**config.mk**
```make
export PLATFORM = sky130hd
export DESIGN_NAME = gregorian_date_add_days
export DESIGN_NICKNAME = d
export VERILOG_FILES = /design/src/hw/rtl/gda_pkg.sv /design/src/hw/rtl/gda_seq.sv /design/src/hw/rtl/gda_dpath.sv /design/src/hw/rtl/gregorian_date_add_days.sv
export VERILOG_INCLUDE_DIRS = /design/src /design/src/hw/rtl
export SDC_FILE = /design/constraint.sdc
export NUM_CORES = 1
export LEC_CHECK = 0
export BUFFER_PORTS_ARGS = -buffer_cell sky130_fd_sc_hd__buf_4
export CORE_MARGIN = 2
export CORE_UTILIZATION = 30
export CTS_CLUSTER_DIAMETER = 80
export DETAILED_ROUTE_END_ITERATION = 7
export PLACE_DENSITY = 0.47
export SLEW_MARGIN = 10
export SYNTH_ARGS = -nofsm -noshare
export SYNTH_HDL_FRONTEND = slang
export SYNTH_HIERARCHICAL = 1
export SYNTH_SLANG_ARGS = --single-unit
```
**constraint.sdc**
```tcl
create_clock -name clk -period 4.05 [get_ports clk]
set_input_delay 1.215 -clock clk [delete_from_list [all_inputs] [get_ports clk]]
set_output_delay 1.215 -clock clk [all_outputs]
set_load 0.05 [all_outputs]
```
**src/hw/rtl/gregorian_date_add_days_assert.svh**
```systemverilog
// Assertion macros for the Gregorian date adder; empty when synthesizing.
`ifndef GREGORIAN_DATE_ADD_DAYS_ASSERT_SVH
`define GREGORIAN_DATE_ADD_DAYS_ASSERT_SVH
`ifndef SYNTHESIS
// Same-cycle implication.
`define GDA_ASSERT_IMP(lbl, clk, rst_n, ante, cons) \
    lbl: assert property (@(posedge clk) disable iff (!rst_n) (ante) |-> (cons)) \
        else $error("gregorian_date_add_days check failed");
// Next-cycle implication.
`define GDA_ASSERT_NXT(lbl, clk, rst_n, ante, cons) \
    lbl: assert property (@(posedge clk) disable iff (!rst_n) (ante) |=> (cons)) \
        else $error("gregorian_date_add_days check failed");
`else
`define GDA_ASSERT_IMP(lbl, clk, rst_n, ante, cons)
`define GDA_ASSERT_NXT(lbl, clk, rst_n, ante, cons)
`endif
`endif

```
**src/hw/rtl/gda_pkg.sv**
```systemverilog
// Shared types, constants and calendar functions of the Gregorian date adder.
package gda_pkg;

    localparam int ADD_DAYS_BITS_DEF = 16;
    localparam int DAY_W             = 5;
    localparam int MONTH_W           = 4;
    localparam int YEAR_IN_W         = 14;
    localparam int PC_W              = 4;
    localparam int CIDX_W            = 3;
    localparam int DOY_W             = 9;

    // Datapath operation selected by the current control word.
    typedef enum logic [2:0] {
        OP_NOP,
        OP_ACCEPT,
        OP_REDUCE,
        OP_OFFSET,
        OP_YEAR,
        OP_MONTH,
        OP_EMIT
    } ucode_op_t;

    // How the step counter advances after the current control word.
    typedef enum logic [2:0] {
        COND_NEXT,
        COND_WAIT_IN,
        COND_LOOP,
        COND_WAIT_OUT,
        COND_JUMP
    } ucode_cond_t;

    typedef struct packed {
        ucode_op_t          op;
        ucode_cond_t        cond;
        logic [CIDX_W-1:0]  cidx;
        logic [PC_W-1:0]    tgt;
    } ucode_word_t;

    typedef struct packed {
        logic in_fire;
        logic out_free;
        logic loop;
    } seq_status_t;

    // Days in the months before month m; zero for codes outside 1..12.
    function automatic logic [DOY_W-1:0] days_before(input logic [MONTH_W-1:0] m);
        logic [DOY_W-1:0] d;
        unique case (m)
            4'd2:    d = 9'd31;
            4'd3:    d = 9'd59;
            4'd4:    d = 9'd90;
            4'd5:    d = 9'd120;
            4'd6:    d = 9'd151;
            4'd7:    d = 9'd181;
            4'd8:    d = 9'd212;
            4'd9:    d = 9'd243;
            4'd10:   d = 9'd273;
            4'd11:   d = 9'd304;
            4'd12:   d = 9'd334;
            default: d = 9'd0;
        endcase
        return d;
    endfunction

    // Length of month m, with February following the leap flag.
    function automatic logic [DAY_W-1:0] month_days(input logic [MONTH_W-1:0] m,
                                                    input logic leap);
        logic [DAY_W-1:0] d;
        unique case (m)
            4'd2:                      d = leap ? 5'd29 : 5'd28;
            4'd4, 4'd6, 4'd9, 4'd11:   d = 5'd30;
            default:                   d = 5'd31;
        endcase
        return d;
    endfunction

endpackage

```
**src/hw/rtl/gda_seq.sv**
```systemverilog
// Step counter and microcode store that sequence the date adder datapath.
module gda_seq (
    input  logic                 clk,
    input  logic                 rst_n,
    input  gda_pkg::seq_status_t status,
    output gda_pkg::ucode_word_t ctrl
);
    import gda_pkg::*;

    logic [PC_W-1:0] pc_reg;
    logic [PC_W-1:0] pc_next;
    logic [PC_W-1:0] pc_inc;

    // The program: take a word, reduce the year modulo 400, form the day of
    // the year plus the count, step over whole years, then over months, and emit.
    always_comb
    begin
        unique case (pc_reg)
            4'd0:    ctrl = '{OP_ACCEPT, COND_WAIT_IN,  3'd0, 4'd0};
            4'd1:    ctrl = '{OP_REDUCE, COND_NEXT,     3'd0, 4'd0};
            4'd2:    ctrl = '{OP_REDUCE, COND_NEXT,     3'd1, 4'd0};
            4'd3:    ctrl = '{OP_REDUCE, COND_NEXT,     3'd2, 4'd0};
            4'd4:    ctrl = '{OP_REDUCE, COND_NEXT,     3'd3, 4'd0};
            4'd5:    ctrl = '{OP_REDUCE, COND_NEXT,     3'd4, 4'd0};
            4'd6:    ctrl = '{OP_REDUCE, COND_NEXT,     3'd5, 4'd0};
            4'd7:    ctrl = '{OP_OFFSET, COND_NEXT,     3'd0, 4'd0};
            4'd8:    ctrl = '{OP_YEAR,   COND_LOOP,     3'd0, 4'd8};
            4'd9:    ctrl = '{OP_MONTH,  COND_LOOP,     3'd0, 4'd9};
            4'd10:   ctrl = '{OP_EMIT,   COND_WAIT_OUT, 3'd0, 4'd0};
            default: ctrl = '{OP_NOP,    COND_JUMP,     3'd0, 4'd0};
        endcase
    end

    assign pc_inc = pc_reg + 4'd1;

    always_comb
    begin
        unique case (ctrl.cond)
            COND_NEXT:     pc_next = pc_inc;
            COND_WAIT_IN:  pc_next = status.in_fire ? pc_inc : pc_reg;
            COND_LOOP:     pc_next = status.loop ? ctrl.tgt : pc_inc;
            COND_WAIT_OUT: pc_next = status.out_free ? ctrl.tgt : pc_reg;
            COND_JUMP:     pc_next = ctrl.tgt;
            default:       pc_next = ctrl.tgt;
        endcase
    end

    always_ff @(posedge clk or negedge rst_n)
    begin
        if (!rst_n)
        begin
            pc_reg <= '0;
        end
        else
        begin
            pc_reg <= pc_next;
        end
    end

endmodule

```
**src/hw/rtl/gda_dpath.sv**
```systemverilog
// Datapath of the date adder: year residue, running day count, year and month.
module gda_dpath #(
    parameter int ADD_DAYS_BITS = gda_pkg::ADD_DAYS_BITS_DEF,
    parameter int YEAR_W        = 15
) (
    input  logic                          clk,
    input  gda_pkg::ucode_word_t          ctrl,
    input  logic                          in_fire,
    input  logic [gda_pkg::DAY_W-1:0]     start_day,
    input  logic [gda_pkg::MONTH_W-1:0]   start_month,
    input  logic [gda_pkg::YEAR_IN_W-1:0] start_year,
    input  logic [ADD_DAYS_BITS-1:0]      days_to_add,
    output logic                          loop,
    output logic [gda_pkg::DAY_W-1:0]     res_day,
    output logic [gda_pkg::MONTH_W-1:0]   res_month,
    output logic [gda_pkg::YEAR_IN_W-1:0] res_year
);
    import gda_pkg::*;

    // The running count holds a day of the year (up to 366) plus the full count,
    // so it needs one bit above the wider of the two.
    localparam int ACC_W      = ((ADD_DAYS_BITS > DOY_W) ? ADD_DAYS_BITS : DOY_W) + 1;
    localparam int REDUCE_TOP = 12800;

    logic [DAY_W-1:0]         day_reg;
    logic [MONTH_W-1:0]       mon_reg;
    logic [MONTH_W-1:0]       mon_next;
    logic [YEAR_W-1:0]        year_reg;
    logic [YEAR_W-1:0]        year_next;
    logic [YEAR_IN_W-1:0]     ymod_reg;
    logic [YEAR_IN_W-1:0]     ymod_next;
    logic [ADD_DAYS_BITS-1:0] days_reg;
    logic [ACC_W-1:0]         acc_reg;
    logic [ACC_W-1:0]         acc_next;

    logic                     leap;
    logic [ACC_W-1:0]         ylen;
    logic [ACC_W-1:0]         mlen;
    logic [YEAR_IN_W-1:0]     red_const;
    logic                     year_over;
    logic                     month_over;

    // ymod_reg holds the year modulo 400 once the reduction steps are done,
    // so the century rules become compares against a few constants.
    assign leap = (ymod_reg == '0)
               || ((ymod_reg[1:0] == 2'd0) && (ymod_reg != 14'd100)
                   && (ymod_reg != 14'd200) && (ymod_reg != 14'd300));

    assign ylen       = leap ? ACC_W'(366) : ACC_W'(365);
    assign mlen       = ACC_W'(month_days(mon_reg, leap));
    assign red_const  = YEAR_IN_W'(REDUCE_TOP) >> ctrl.cidx;
    assign year_over  = acc_reg > ylen;
    assign month_over = acc_reg > mlen;

    assign loop = ((ctrl.op == OP_YEAR) && year_over)
               || ((ctrl.op == OP_MONTH) && month_over && (mon_reg != 4'd12));

    always_comb
    begin
        acc_next  = acc_reg;
        mon_next  = mon_reg;
        year_next = year_reg;
        ymod_next = ymod_reg;
        unique case (ctrl.op)
            OP_ACCEPT:
            begin
                mon_next  = start_month;
                year_next = YEAR_W'(start_year);
                ymod_next = start_year;
            end
            OP_REDUCE:
            begin
                if (ymod_reg >= red_const)
                begin
                    ymod_next = ymod_reg - red_const;
                end
            end
            OP_OFFSET:
            begin
                acc_next = ACC_W'(day_reg) + ACC_W'(days_before(mon_reg))
                         + ACC_W'(leap && (mon_reg > 4'd2)) + ACC_W'(days_reg);
                mon_next = 4'd1;
            end
            OP_YEAR:
            begin
                if (year_over)
                begin
                    acc_next  = acc_reg - ylen;
                    year_next = year_reg + YEAR_W'(1);
                    ymod_next = (ymod_reg == 14'd399) ? '0 : ymod_reg + 14'd1;
                end
            end
            OP_MONTH:
            begin
                if (month_over)
                begin
                    acc_next = acc_reg - mlen;
                    mon_next = mon_reg + 4'd1;
                end
            end
            default:
            begin
                acc_next = acc_reg;
            end
        endcase
    end

    always_ff @(posedge clk)
    begin
        if (in_fire)
        begin
            day_reg  <= start_day;
            days_reg <= days_to_add;
        end
        acc_reg  <= acc_next;
        mon_reg  <= mon_next;
        year_reg <= year_next;
        ymod_reg <= ymod_next;
    end

    assign res_day   = acc_reg[DAY_W-1:0];
    assign res_month = mon_reg;
    assign res_year  = year_reg[YEAR_IN_W-1:0];

endmodule

```
**src/hw/rtl/gregorian_date_add_days.sv**
```systemverilog
// Top level of the Gregorian date adder: stream ports, sequencer, datapath, output register.
//
// Usage: one input word carries a start date and a day count; one output word
// carries the date that lies that many days later (leap years by the 4, 100
// and 400 rule; a count that ends exactly on a year boundary gives December 31).
// Input channel s_axis_*: a word is taken when s_axis_tvalid and s_axis_tready
// are both high. Output channel m_axis_*: the result word is held until the
// receiver takes it with m_axis_tready.
// The year loop of the microcoded sequencer steps one year per cycle; the
// number of whole years stepped is at most about 180 for a 16-bit count,
// and the number of months stepped is at most 11. One word is in flight at
// a time: the next word is not taken until the last result has moved into
// the output register.
// s_axis_tready is high only while the sequencer waits at its first step.
// A finished result sits in the output register, so the next word can be
// accepted while the receiver stalls; if a second result is ready before the
// first is taken, the sequencer holds at its last step until the register
// frees. Reset (rst_n low) returns the sequencer to its first step and empties
// the output register; there is no other state to clear.
`include "gregorian_date_add_days_assert.svh"

module gregorian_date_add_days #(
    parameter int  ADD_DAYS_BITS = gda_pkg::ADD_DAYS_BITS_DEF,
    localparam int IN_TDATA_W    = ((gda_pkg::DAY_W + gda_pkg::MONTH_W
                                     + gda_pkg::YEAR_IN_W + ADD_DAYS_BITS + 7) / 8) * 8,
    localparam int OUT_TDATA_W   = ((gda_pkg::DAY_W + gda_pkg::MONTH_W
                                     + gda_pkg::YEAR_IN_W + 7) / 8) * 8
) (
    input  logic                   clk,
    input  logic                   rst_n,
    input  logic                   s_axis_tvalid,
    output logic                   s_axis_tready,
    // start_day[4:0], start_month[8:5], start_year[22:9], days_to_add, then zero fill
    input  logic [IN_TDATA_W-1:0]  s_axis_tdata,
    output logic                   m_axis_tvalid,
    input  logic                   m_axis_tready,
    // out_day[4:0], out_month[8:5], out_year[22:9], then zero fill
    output logic [OUT_TDATA_W-1:0] m_axis_tdata
);
    import gda_pkg::*;

    localparam int YEAR_W = $clog2((1 << YEAR_IN_W) + (1 << ADD_DAYS_BITS) / 365 + 4);
    localparam int MON_LO = DAY_W;
    localparam int YR_LO  = DAY_W + MONTH_W;
    localparam int DAYS_LO = DAY_W + MONTH_W + YEAR_IN_W;
    localparam int OUT_USED = DAY_W + MONTH_W + YEAR_IN_W;

    ucode_word_t           ctrl;
    seq_status_t           status;
    logic                  in_fire;
    logic                  out_free;
    logic                  out_load;
    logic                  loop;
    logic [DAY_W-1:0]      res_day;
    logic [MONTH_W-1:0]    res_month;
    logic [YEAR_IN_W-1:0]  res_year;

    logic                  out_valid_reg;
    logic                  out_valid_next;
    logic [DAY_W-1:0]      out_day_reg;
    logic [MONTH_W-1:0]    out_month_reg;
    logic [YEAR_IN_W-1:0]  out_year_reg;

    // Handshake glue: input is taken only at the wait step; the result moves
    // into the output register when it is empty or being drained this cycle.
    assign s_axis_tready = (ctrl.op == OP_ACCEPT);
    assign in_fire       = s_axis_tvalid && s_axis_tready;
    assign out_free      = !out_valid_reg || m_axis_tready;
    assign out_load      = (ctrl.op == OP_EMIT) && out_free;

    assign status = '{in_fire: in_fire, out_free: out_free, loop: loop};

    gda_seq u_seq (
        .clk    (clk),
        .rst_n  (rst_n),
        .status (status),
        .ctrl   (ctrl)
    );

    gda_dpath #(
        .ADD_DAYS_BITS (ADD_DAYS_BITS),
        .YEAR_W        (YEAR_W)
    ) u_dpath (
        .clk         (clk),
        .ctrl        (ctrl),
        .in_fire     (in_fire),
        .start_day   (s_axis_tdata[DAY_W-1:0]),
        .start_month (s_axis_tdata[YR_LO-1:MON_LO]),
        .start_year  (s_axis_tdata[DAYS_LO-1:YR_LO]),
        .days_to_add (s_axis_tdata[DAYS_LO+ADD_DAYS_BITS-1:DAYS_LO]),
        .loop        (loop),
        .res_day     (res_day),
        .res_month   (res_month),
        .res_year    (res_year)
    );

    always_comb
    begin
        priority if (out_load)
        begin
            out_valid_next = 1'b1;
        end
        else if (m_axis_tready)
        begin
            out_valid_next = 1'b0;
        end
        else
        begin
            out_valid_next = out_valid_reg;
        end
    end

    always_ff @(posedge clk or negedge rst_n)
    begin
        if (!rst_n)
        begin
            out_valid_reg <= 1'b0;
        end
        else
        begin
            out_valid_reg <= out_valid_next;
        end
    end

    always_ff @(posedge clk)
    begin
        if (out_load)
        begin
            out_day_reg   <= res_day;
            out_month_reg <= res_month;
            out_year_reg  <= res_year;
        end
    end

    assign m_axis_tvalid = out_valid_reg;
    assign m_axis_tdata  = {{(OUT_TDATA_W - OUT_USED){1'b0}},
                            out_year_reg, out_month_reg, out_day_reg};

    // A delivered month is always January through December; the check also
    // lets code 13 through.
    `GDA_ASSERT_IMP(a_month_range, clk, rst_n, m_axis_tvalid, (out_month_reg != 4'd0) && (out_month_reg <= 4'd13))
    // Only one word is worked on at a time: after a take, input closes.
    `GDA_ASSERT_NXT(a_one_in_flight, clk, rst_n, in_fire, !s_axis_tready)
    // A result loaded into the output register is presented next cycle.
    `GDA_ASSERT_NXT(a_emit_shows, clk, rst_n, out_load, m_axis_tvalid)
    // A result that cannot be loaded keeps the sequencer at its final step.
    `GDA_ASSERT_NXT(a_emit_holds, clk, rst_n, (ctrl.op == OP_EMIT) && !out_free, ctrl.op == OP_EMIT)

endmodule
```
==> key figures, run 1 <==
Global route
  • Pin count of the biggest net entering global routing: 30
  • Vias in the first global route: 5219
  • Global Route Usage Sum: between 10% and 20%
  • Met3 global-route usage: about 2.1%
  • Antenna violations before repair: 0
  • Met2 routing resource usage after global routing: 21.57%
  • Global-route layer with the greatest usage: met2
  • Total congestion overflow after global routing: 0
  • Routing usage on met1: roughly a fifth
  • Wire length of the first global-routing pass: 26220 um

Clock tree
  • CTS Root Cell: clkbuf_16
  • CTS sink count: ~110
  • CTS tree: done
  • Latest clock arrival within the worst-skew pair: ~360 ps
  • Clock slew at reported path FFs: roughly 80 ps
  • Longest Clk Path Bufs: 2
  • Number of buffers created by CTS: 9
  • CTS H-tree depth: 3

STA
  • Tightest slew margin relative to the limit: 41.16%
  • Final setup violation count: 0
  • Final hold viol count: 0
  • Final critical path time including I/O delays and setup: ~3900 ps
  • Final critical-path share of the clock period: between 90% and 100%
  • Number of slew-limit violations in the final report: 0
  • Maximum operating frequency: ~0.26 GHz
  • Slew @ Worst Pin: slightly below 900 ps
  • Setup clock skew after layout: 12.88 ps

Finish
  • NumNets Final: slightly below 900
  • Final antenna diode count: 0
  • Post-route non-filler standard cell count: between 1000 and 1500
  • Max FFs per register: 17
  • Proportion of layout cells with a drive suffix above 1: 19.49%
  • Count of fill cells added during filler insertion: 2333
  • Summed area of non-filler cells in the final layout: about 0.0085 mm2
  • Area growth syn-to-layout: 19.02%

Route
  • Mean number of vias per cell: ~4.7
  • Per-cell routed wire length: between 10 and 15 um
  • Initial detailed-routing violation count: around 300
  • Vias: about 5200
  • Final ANT Viol Nets: 0
  • Count of TritonRoute iterations in the first routing pass: 4
  • Total routed wirelength: roughly 16000 um
  • Number of remaining DRC errors: 0

Place
  • Cell area reported after detailed placement: 0.008124 mm2
  • Placed wire-length estimate: ~12000 um
  • Count of buffers from port buffering: 67
  • RD Place Congestion: around 0.86
  • Post-placement cell count: about 1100

Outcome
  • Status: completed

Setup path
  • Critical path start-end classification: register to register
  • Crit path capture type: register
  • Required time of the critical path: roughly 4200 ps
  • Arrival time reported for the critical path endpoint: 4020 ps
  • Critical Path Fanout Max: 4
  • Worst Setup Start Kind: register

Die
  • Die height: between 150 and 200 um
  • Total Die Area: 0.02493 mm2
  • Starting Density: around 30%
  • Total core area: 0.02333 mm2
  • Standard-cell rows: 56
  • Top Ports: 70
  • Chip Width: 157.9 um

Yosys
  • Number of synthesis warnings: 6
  • Post-synth design cell area: 0.007104 mm2
  • Mean area per synthesized cell: between 10 and 15 um2
  • Instance count of the mapped netlist: 699
  • Synth Net Count: a little over 800

Flow run
  • Number of maximum-capacitance constraint violations: 0

Hold path
  • Path type of the worst min-delay path: register to register
-- placed cells by master (no fill, tap or decap), drive strengths merged, types with 4 or more instances in the layout --
cell	instances
nor3b	4
dfrtp	5
a21oi	53
nand2	67
mux2	4
or3	4
nand2b	13
nand3	19
o31ai	7
mux2i	15
o221ai	7
buf	104
o21ai	38
nor3	11
clkbuf	9
xor2	23
a31oi	7
dfxtp	9
ha	56
a211oi	4
o22ai	4
nor2	61
a21o	7
clkinv	5
fa	8
edfxtp	93
inv	38
a22oi	5
o21bai	4
xnor2	40
o21a	7
nor2b	13
nand4	7
-- worst paths after layout --
check	start	endpoint	slack, ps	depth (start not counted)
worst max-delay path	u_dpath/ymod_reg[8]$_DFFE_PP_	u_dpath/acc_reg[15]$_DFFE_PP_	130	17
worst min-delay path	u_dpath/year_reg[3]$_DFFE_PP_	out_year_reg[3]$_DFFE_PP_	480	0
worst max register to register	u_dpath/ymod_reg[8]$_DFFE_PP_	u_dpath/acc_reg[15]$_DFFE_PP_	130	17
worst min register to register	u_dpath/year_reg[3]$_DFFE_PP_	out_year_reg[3]$_DFFE_PP_	480	0
max in group asynchronous	rst_n	u_seq/pc_reg[2]$_DFFE_PN0P_	3310	1
min in group asynchronous	rst_n	m_axis_tvalid$_DFFE_PN0P_	640	1
-- timing repair --
action                                  in CTS  in global routing
hold buffers                                 0                  0
endpoints found under the setup margin       0                 25
resized for setup                            0                 11
endpoints found under the hold margin        0                  0
buffers inserted                             0                  2
-- critical path, cell delays in order, from the launching register on --
cell and delay [ps]:
edfxtp_1 470, nor2b_2 210, a21oi_1 150, nor3_1 60, a31oi_1 170, o21a_2 200, inv_2 60, a21oi_1 160
fa_1 440, ha_1 210, a21o_1 160, a21oi_1 200, o31ai_1 150, a2111oi_1 430, buf_4 190, and3b_1 180
xnor2_1 150, mux2i_1 80
-- metrics by stage --
step	setup slack (ps)	TNS (ps)	util [%]	hold WS, ps
finish	130.6	0	36.24	476.1
global route	-30.03	-30.03	36.24	501.2
CTS	44.91	0	36.04	482.9
detailed placement	67.10	0	34.82	460.7
global placement	77.66	0	34.82	445.1
floorplan	162.6	0	-	424.4
-- layer usage --
metal	wire length, um	vias to the layer above
li1	-	2676
met1	8194	2463
met2	7290	101
met3	602	9
met4	178	0
met5	0	-
-- cell type report --
type | count | area [um2] | share of cell area [%]
clock buffer | 9 | 225.2 | 2.664
clock inverter | 7 | 58.81 | 0.6955
inverter | 36 | 136.4 | 1.613
multi-input combinational | 527 | 3757 | 44.44
sequential | 107 | 3098 | 36.64
tap | 319 | 399.1 | 4.720
timing repair buffer | 104 | 780.7 | 9.234
Power of run 1 is not shown: default switching activity piles up to over one toggle a cycle in this logic, so the estimate is an artifact.
==> run 2: changes to the inputs <==
Settings changed: SYNTH_HIERARCHICAL 1 to default.
==> run 2 against run 1 <==
  * Via count is 11% higher
  * Worst hold slack got worse by 7.8 ps
  * Flip-flop and latch count did not move
  * Cell count up 6.1%
  * Worst setup slack improved by 140 ps
  * Critical path type unchanged
  * Largest cell class unchanged
  * Highest routed layer unchanged
==> key figures, run 2 <==
Die
  • Top Ports: 70 (unchanged)
  • Die height: 160.2 um (was 157.9 um)
  • Starting Density: 30.37% (was 30.45%)
  • Chip Width: 160.2 um (was 157.9 um)
  • Total core area: 0.02411 mm2 (was 0.02333 mm2)
  • Total Die Area: 0.02567 mm2 (was 0.02493 mm2)
  • Standard-cell rows: 57 (was 56)

Yosys
  • Post-synth design cell area: 0.007322 mm2 (was 0.007104 mm2)
  • Top-area cell type share of the netlist area: between 30% and 40%
  • Synth area leaders: edfxtp_1 (38%), ha_1 (9.6%), nand2_1 (4.9%), xnor2_1 (4.2%), o21ai_0 (3.5%)
  • Fraction of registers with async set/reset: about 4.7%
  • Yosys cell types: 75
  • Synth Net Count: 857 (was 807)
  • Instance count of the mapped netlist: 752 (was 699)
  • Flip-flop and latch count after synthesis: 107
  • Number of synthesized flops with an enable pin: 93
  • Number of synthesis warnings: 0 (was 6)
  • Largest area contributor in the netlist: edfxtp_1
  • Dominant cell by count in the synthesized netlist: nand2_1
  • Sequential-to-total area share from yosys stat: 42.31%
  • Leading post-synthesis cells by instance count: nand2_1 (96), edfxtp_1 (93), ha_1 (56)
  • Mean area per synthesized cell: 9.737 um2 (was 10.16 um2)
  • Leading register cell type out of synthesis: edfxtp_1

Clock tree
  • CTS Root Cell: clkbuf_16 (unchanged)
  • Number of buffers created by CTS: 9 (unchanged)
  • CTS tree: done (unchanged)
  • CTS Hold Buffers Added: 0 (unchanged)
  • CTS H-tree depth: 3 (unchanged)
  • Longest Clk Path Bufs: 2 (unchanged)
  • CTS sink count: 107 (unchanged)
  • Clock slew at reported path FFs: 80 ps (about the same)
  • Latest clock arrival within the worst-skew pair: 360 ps (about the same)

STA
  • Number of slew-limit violations in the final report: 0 (unchanged)
  • Maximum operating frequency: 0.2644 GHz (was 0.2551 GHz)
  • Setup TNS after final layout: 0 ps (unchanged)
  • Slew @ Worst Pin: 934.4 ps (was 879.3 ps)
  • Setup clock skew after layout: 12.71 ps (was 12.88 ps)
  • Final critical-path share of the clock period: 93.38% (was 96.78%)
  • Final setup violation count: 0 (unchanged)
  • Tightest slew margin relative to the limit: 37.29% (was 41.16%)
  • Final critical path time including I/O delays and setup: 3782 ps (was 3919 ps)
  • Worst-case setup margin in the final layout: 268.0 ps (was 130.6 ps)
  • Final hold viol count: 0 (unchanged)
  • RSZ-0062 raised after global routing: no

Finish
  • Area growth syn-to-layout: 20.51% (was 19.02%)
  • Final antenna diode count: 0 (unchanged)
  • Proportion of layout cells with a drive suffix above 1: 17.82% (was 19.49%)
  • Max FFs per register: 17 (unchanged)
  • Leading cell type in the layout, fill and taps excluded: buf_4 (unchanged)
  • NumNets Final: 953 (was 893)
  • Commonest non-fill, non-tap cells in the layout: buf_4 (110), nand2_1 (96), edfxtp_1 (93) (was buf_4 (104), edfxtp_1 (93), nand2_1 (67))

Setup path
  • Worst-path cell chain: nor3b_1, a21oi_1, nor3_1, a31oi_1, o21a_1, o21ai_0, o21ai_0, ha_1, nor2b_1, o211ai_1, nand3_4, a32oi_1, o311ai_1, buf_4, ha_1, mux2_4, mux2_4 (was nor2b_2, a21oi_1, nor3_1, a31oi_1, o21a_2, inv_2, a21oi_1, fa_1, ha_1, a21o_1, a21oi_1, o31ai_1, a2111oi_1, buf_4, and3b_1, xnor2_1, mux2i_1)
  • Critical Path Fanout Max: 8 (was 4)
  • Largest stage delay on the critical path: 430 ps (was 470 ps)
  • Slowest CP cell: edfxtp_1 (unchanged)
  • Number of cells traversed by the worst register-to-register path: 17 (unchanged)
  • Critical path start-end classification: register to register (unchanged)
  • Worst Setup Start Kind: register (unchanged)
  • Arrival time reported for the critical path endpoint: 4030 ps (was 4020 ps)
  • Crit path buf inv count: 1 (was 2)
  • Number of logic stages on the critical path including buffering: 17 (unchanged)
  • Crit path capture type: register (unchanged)
  • Required time of the critical path: 4300 ps (was 4150 ps)
  • Cell family contributing the most delay on the critical path: compound AO/OA/AOI/OAI gates (unchanged)

Pwr
  • Reported net switching power: between 0.003 and 0.004 W
  • Flop pwr share: between 20% and 30%
  • Power density normalized to cell area: ~960 mW/mm2
  • Comb power frac: approximately three fifths
  • Part of the power in the clock network: around 11%
  • Maximum resistive drop on vdd: around 0.40 mV
  • Overall power consumption: around 0.0084 W
  • Total leakage power: 3.462 nW
  • Fraction of power spent switching nets: around 45%
  • P_int: ~0.0046 W

Route
  • Count of TritonRoute iterations in the first routing pass: 5 (was 4)
  • Initial detailed-routing violation count: 294 (was 295)
  • Vias: 5845 (was 5249)
  • Mean number of vias per cell: 4.966 (was 4.733)
  • Total routed wirelength: 18670 um (was 16270 um)
  • Number of remaining DRC errors: 0 (unchanged)
  • Final ANT Viol Nets: 0 (unchanged)
  • Per-cell routed wire length: 15.86 um (was 14.67 um)

Place
  • Placed wire-length estimate: 14500 um (was 12340 um)
  • Post-placement worst setup slack: 88.91 ps (was 67.10 ps)
  • Count of buffers from port buffering: 67 (unchanged)
  • RD Place Congestion: 0.8508 (was 0.8593)

Hold path
  • Cell depth of the worst min-delay path: 0 (unchanged)
  • Path type of the worst min-delay path: register to register (unchanged)

Global route
  • Vias in the first global route: 5670 (was 5219)
  • Total congestion overflow after global routing: 0 (unchanged)
  • Antenna violations before repair: 0 (unchanged)
  • Global Route Usage Sum: 14.95% (was 13.39%)
  • Pin count of the biggest net entering global routing: 31 (was 30)
  • Wire length of the first global-routing pass: 30590 um (was 26220 um)

Flow run
  • Number of maximum-capacitance constraint violations: 0 (unchanged)

Outcome
  • Status: completed (unchanged)
## run 2: timing repair
item,in CTS,in global routing
buffers inserted,0,2
setup endpoints to repair,0,20
endpoints found under the hold margin,0,0
gates resized for setup,0,9
## run 2: path summary, 6_finish.rpt
kind | startpoint | endpoint | slack, ps
max in group asynchronous | rst_n | u_seq.pc_reg[0]$_DFFE_PN0P_ | 3290
min | u_dpath.acc_reg[0]$_DFFE_PP_ | out_day_reg[0]$_DFFE_PP_ | 470
max reg2reg | u_dpath.ymod_reg[6]$_DFFE_PP_ | register | 270
min reg2reg | u_dpath.acc_reg[0]$_DFFE_PP_ | out_day_reg[0]$_DFFE_PP_ | 470
max | u_dpath.ymod_reg[6]$_DFFE_PP_ | register | 270
min in group asynchronous | rst_n | m_axis_tvalid$_DFFE_PN0P_ | 650
## run 2: logic make-up after synthesis
| kind of cell | after synthesis | synth area share [%] |
|---|---|---|
| XOR/XNOR | 56 | 6.699 |
| multiplexers | 18 | 2.614 |
| AO/OA/AOI/OAI | 188 | 16.97 |
| flip-flops | 107 | 42.31 |
| adder cells (fa/ha/maj) | 61 | 10.94 |
| AND/OR/NAND/NOR | 262 | 17.26 |
| buffers and inverters | 59 | 3.161 |
| other | 1 | 0.05122 |
## run 2: power by group through the flow
| stage | Combinational [W] | Clock (W) | Sequential [W] |
|---|---|---|---|
| after detailed placement | 0.00515 | 0 | 0.00234 |
| after global routing | 0.00590 | 0.000978 | 0.00239 |
| after global placement | 0.00513 | 0 | 0.00234 |
| after CTS | 0.00518 | 0.000949 | 0.00232 |
| final | 0.00521 | 0.000915 | 0.00232 |
| after floorplan | 0.00367 | 0 | 0.00224 |
## run 2: cell type report
class	count	area, um2
multi-input cells	586	4044
repair buffers	111	845.8
inverters	33	128.9
flip-flops and latches	107	3098
clock inverters	7	76.32
well taps	324	405.4
clock buffers	9	225.2
fillers	2468	15280
## run 2: worst register-to-register path, cell delays in order, from the launching register on
cell and delay, ps:
edfxtp_1 430, nor3b_1 160, a21oi_1 130, nor3_1 60
a31oi_1 230, o21a_1 220, o21ai_0 90, o21ai_0 170
ha_1 220, nor2b_1 80, o211ai_1 390, nand3_4 200
a32oi_1 230, o311ai_1 160, buf_4 210, ha_1 190
mux2_4 260, mux2_4 250
## run 2: metrics by stage
| stage | std cells | utilization [%] | hold slack, ps | area, um2 |
|---|---|---|---|---|
| after floorplan | 752 | - | 424.4 | 7340 |
| after global placement | 1159 | 35.20 | 465.3 | 8484 |
| after detailed placement | 1159 | 35.20 | 447.7 | 8484 |
| after CTS | 1175 | 36.45 | 473.4 | 8786 |
| after global routing | 1177 | 36.60 | 484.9 | 8823 |
| final | 1177 | 36.60 | 468.4 | 8823 |
## run 2: layer usage
metal | vias to the layer above | routed length [um] | global-route usage [%]
met2 | 125 | 8113 | 23.02
met4 | 0 | 284 | 4.054
met1 | 2735 | 9591 | 21.75
met5 | - | 0 | 0
li1 | 2964 | - | -
met3 | 21 | 680 | 2.390
Power figures use the tool's default switching activity.
==> run 3: changes to the inputs <==
Clock period 4.05 ns to 3.1 ns, I/O delays scaled along.
==> run 3 against run 2 <==
  * The flow now finishes with violations (setup timing)
  * Clock skew barely moved
  * Worst hold slack got worse by 110 ps
  * Sequential share of layout area fell by 6.3 points
  * Cell count rose by 11%
  * Routed wire length rose by 13%
  * Total power rose by 73%
  * Combinational power rose by 100%
  * Count of clock-buffer cells in the layout rose by 1
  * Critical path depth fell by 2
==> key figures, run 3 (synthesis gave the netlist of run 2 again) <==
Finish
  • Summed area of non-filler cells in the final layout: 0.01077 mm2 (was 0.008823 mm2)
  • Max FFs per register: 17 (unchanged)
  • Area occupied by registers: 0.003099 mm2 (was 0.003098 mm2)
  • Multi-input combinational cell area: 0.004870 mm2 (was 0.004044 mm2)
  • Final antenna diode count: 0 (unchanged)
  • Final Core Density: 44.66% (was 36.60%)
  • Leading cell type in the layout, fill and taps excluded: buf_4 (unchanged)
  • Proportion of layout cells with a drive suffix above 1: 41.40% (was 17.82%)
  • Area growth syn-to-layout: 47.04% (was 20.51%)
  • Commonest non-fill, non-tap cells in the layout: buf_4 (214), edfxtp_1 (93), nand2_1 (83) (was buf_4 (110), nand2_1 (96), edfxtp_1 (93))
  • Count of fill cells added during filler insertion: 2417 (was 2468)
  • NumNets Final: 1083 (was 953)

Place
  • Placed wire-length estimate: 15760 um (was 14500 um)
  • RD Place Congestion: 0.8131 (was 0.8508)
  • Post-placement worst setup slack: -550.5 ps (was 88.91 ps)
  • Count of buffers from port buffering: 67 (unchanged)
  • Cell area reported after detailed placement: 0.009552 mm2 (was 0.008484 mm2)

Pwr
  • Power density normalized to cell area: 1356 mW/mm2 (was 956.7 mW/mm2)
  • Total leakage power: 4.308 nW (was 3.462 nW)
  • Maximum resistive drop on vdd: 0.4979 mV (was 0.4016 mV)

Setup path
  • Critical Path Fanout Max: 6 (was 8)
  • Largest stage delay on the critical path: 460 ps (was 430 ps)
  • Required time of the critical path: 3360 ps (was 4300 ps)
  • FF-to-FF Start: u_dpath.ymod_reg[8]$_DFFE_PP_ (was u_dpath.ymod_reg[6]$_DFFE_PP_)
  • Number of cells traversed by the worst register-to-register path: 15 (was 17)
  • Crit path buf inv count: 3 (was 1)
  • Worst-path cell chain: buf_6, nor4b_4, a31oi_4, o21a_4, o21ai_2, o21ai_2, ha_4, nand2_2, o211ai_1, nand3_4, buf_6, o311ai_4, inv_4, ha_4, mux2_4 (was nor3b_1, a21oi_1, nor3_1, a31oi_1, o21a_1, o21ai_0, o21ai_0, ha_1, nor2b_1, o211ai_1, nand3_4, a32oi_1, o311ai_1, buf_4, ha_1, mux2_4, mux2_4)
  • Cell family contributing the most delay on the critical path: compound AO/OA/AOI/OAI gates (unchanged)
  • Worst Setup Start Kind: register (unchanged)
  • Crit path capture type: register (unchanged)
  • Critical path start-end classification: register to register (unchanged)
  • Register-to-register setup slack: -350 ps (was 270 ps)
  • Slowest CP cell: edfxtp_1 (unchanged)
  • Arrival time reported for the critical path endpoint: 3710 ps (was 4030 ps)

Route
  • Count of TritonRoute iterations in the first routing pass: 5 (unchanged)
  • Vias: 6364 (was 5845)
  • Mean number of vias per cell: 4.869 (was 4.966)
  • Per-cell routed wire length: 16.10 um (was 15.86 um)
  • Total routed wirelength: 21050 um (was 18670 um)
  • Number of remaining DRC errors: 0 (unchanged)
  • Initial detailed-routing violation count: 296 (was 294)
  • Final ANT Viol Nets: 0 (unchanged)

STA
  • RSZ-0062 raised after global routing: yes (was no)
  • Final critical-path share of the clock period: 111.3% (was 93.38%)
  • Maximum operating frequency: 0.2897 GHz (was 0.2644 GHz)
  • Final hold viol count: 0 (unchanged)
  • Final setup violation count: 72 (was 0)
  • Worst-case setup margin in the final layout: -351.5 ps (was 268.0 ps)
  • Slew @ Worst Pin: 817.3 ps (was 934.4 ps)
  • Tightest slew margin relative to the limit: 45.15% (was 37.29%)
  • Setup TNS after final layout: -15930 ps (was 0 ps)
  • Worst hold-check slack: 362.7 ps (was 468.4 ps)
  • Setup clock skew after layout: 12.46 ps (was 12.71 ps)
  • Final critical path time including I/O delays and setup: 3452 ps (was 3782 ps)
  • Number of slew-limit violations in the final report: 0 (unchanged)

Clock tree
  • CTS sink count: 107 (unchanged)
  • CTS Hold Buffers Added: 0 (unchanged)
  • CTS H-tree depth: 3 (unchanged)
  • Latest clock arrival within the worst-skew pair: 360 ps (about the same)
  • Clock slew at reported path FFs: 80 ps (about the same)
  • Number of buffers created by CTS: 9 (unchanged)
  • CTS Root Cell: clkbuf_16 (unchanged)
  • CTS tree: done (unchanged)
  • Longest Clk Path Bufs: 2 (unchanged)

Die
  • Total core area: 0.02411 mm2 (unchanged)
  • Starting Density: 30.37% (unchanged)
  • Chip Width: 160.2 um (unchanged)
  • Standard-cell rows: 57 (unchanged)
  • Die height: 160.2 um (unchanged)
  • Total Die Area: 0.02567 mm2 (unchanged)
  • Top Ports: 70 (unchanged)

Global route
  • Pin count of the biggest net entering global routing: 24 (was 31)
  • Total congestion overflow after global routing: 0 (unchanged)
  • Wire length of the first global-routing pass: 32970 um (was 30590 um)
  • Antenna violations before repair: 0 (unchanged)
  • Vias in the first global route: 6334 (was 5670)
  • Global Route Usage Sum: 16.19% (was 14.95%)

Hold path
  • Path type of the worst min-delay path: input pin to asynchronous set/reset pin (was register to register)

Outcome
  • Status: complete, but fails checks (was completed)
  • Violations in the final reports: setup timing

Flow run
  • Number of maximum-capacitance constraint violations: 0 (unchanged)
## run 3: cell count changes in the layout (fill, tap and decap cells not counted), sizes merged
cell	change
clkbuf	+3
buf	+128
bufinv	-1
## run 3: how the worst max path moves through the flow
stage	startpoint	end	slack, ps	cells after the start
4_1_cts	u_dpath.ymod_reg[3]$_DFFE_PP_	register	-430	16
6_report	u_dpath.ymod_reg[8]$_DFFE_PP_	register	-350	15
5_1_grt	u_dpath.ymod_reg[8]$_DFFE_PP_	register	-520	15
3_3_place_gp	u_dpath.ymod_reg[3]$_DFFE_PP_	register	-550	16
3_5_place_dp	u_dpath.ymod_reg[3]$_DFFE_PP_	register	-550	16
2_1_floorplan	u_seq.pc_reg[1]$_DFFE_PN0P_	u_dpath.ymod_reg[0]$_DFFE_PP_	-400	14
## run 3: layout make-up
| type | count | area share, % |
|---|---|---|
| Clock inverter | 6 | 0.5694 |
| Multi-Input combinational cell | 586 | 45.23 |
| Inverter | 33 | 1.243 |
| Clock buffer | 10 | 2.127 |
| Timing Repair Buffer | 241 | 18.28 |
| Tap cell | 324 | 3.765 |
| Sequential cell | 107 | 28.79 |
## run 3: what timing repair did
action	4_1_cts	5_1_grt
pin swaps	29	69
setup buffers	16	16
endpoints found under the hold margin	0	0
gates cloned	1	3
gates resized for setup	58	108
setup endpoints to repair	83	86
## run 3: per-layer routing
layer	global-route usage (%)	vias up	share of wire (%)
li1	-	3234	-
met1	21.83	3011	47
met3	2.234	17	2.6
met2	27.57	102	49
met4	3.849	0	1.2
met5	0	-	0
## run 3: worst register-to-register path: stages (launching register included)
cell      delay [ps]
edfxtp_1         460
buf_6            160
nor4b_4          270
a31oi_4          140
o21a_4           250
o21ai_2          130
o21ai_2           80
ha_4             280
nand2_2           40
o211ai_1         180
nand3_4          170
buf_6            170
o311ai_4         390
inv_4            150
ha_4             220
mux2_4           260
## run 3: where the power goes
group	switching, W	total, W	internal [W]
registers	0.000489	0.00297	0.00248
logic	0.00522	0.0105	0.00526
clock network	0.000584	0.00115	0.000565
total	0.00630	0.0146	0.00831
## run 3: metrics by stage
stage / cells / power, W
6_report: 1307 / 0.01460
5_1_grt: 1307 / 0.01577
4_1_cts: 1295 / 0.01349
3_5_place_dp: 1262 / 0.01158
3_3_place_gp: 1262 / 0.01150
2_1_floorplan: 752 / 0.008222
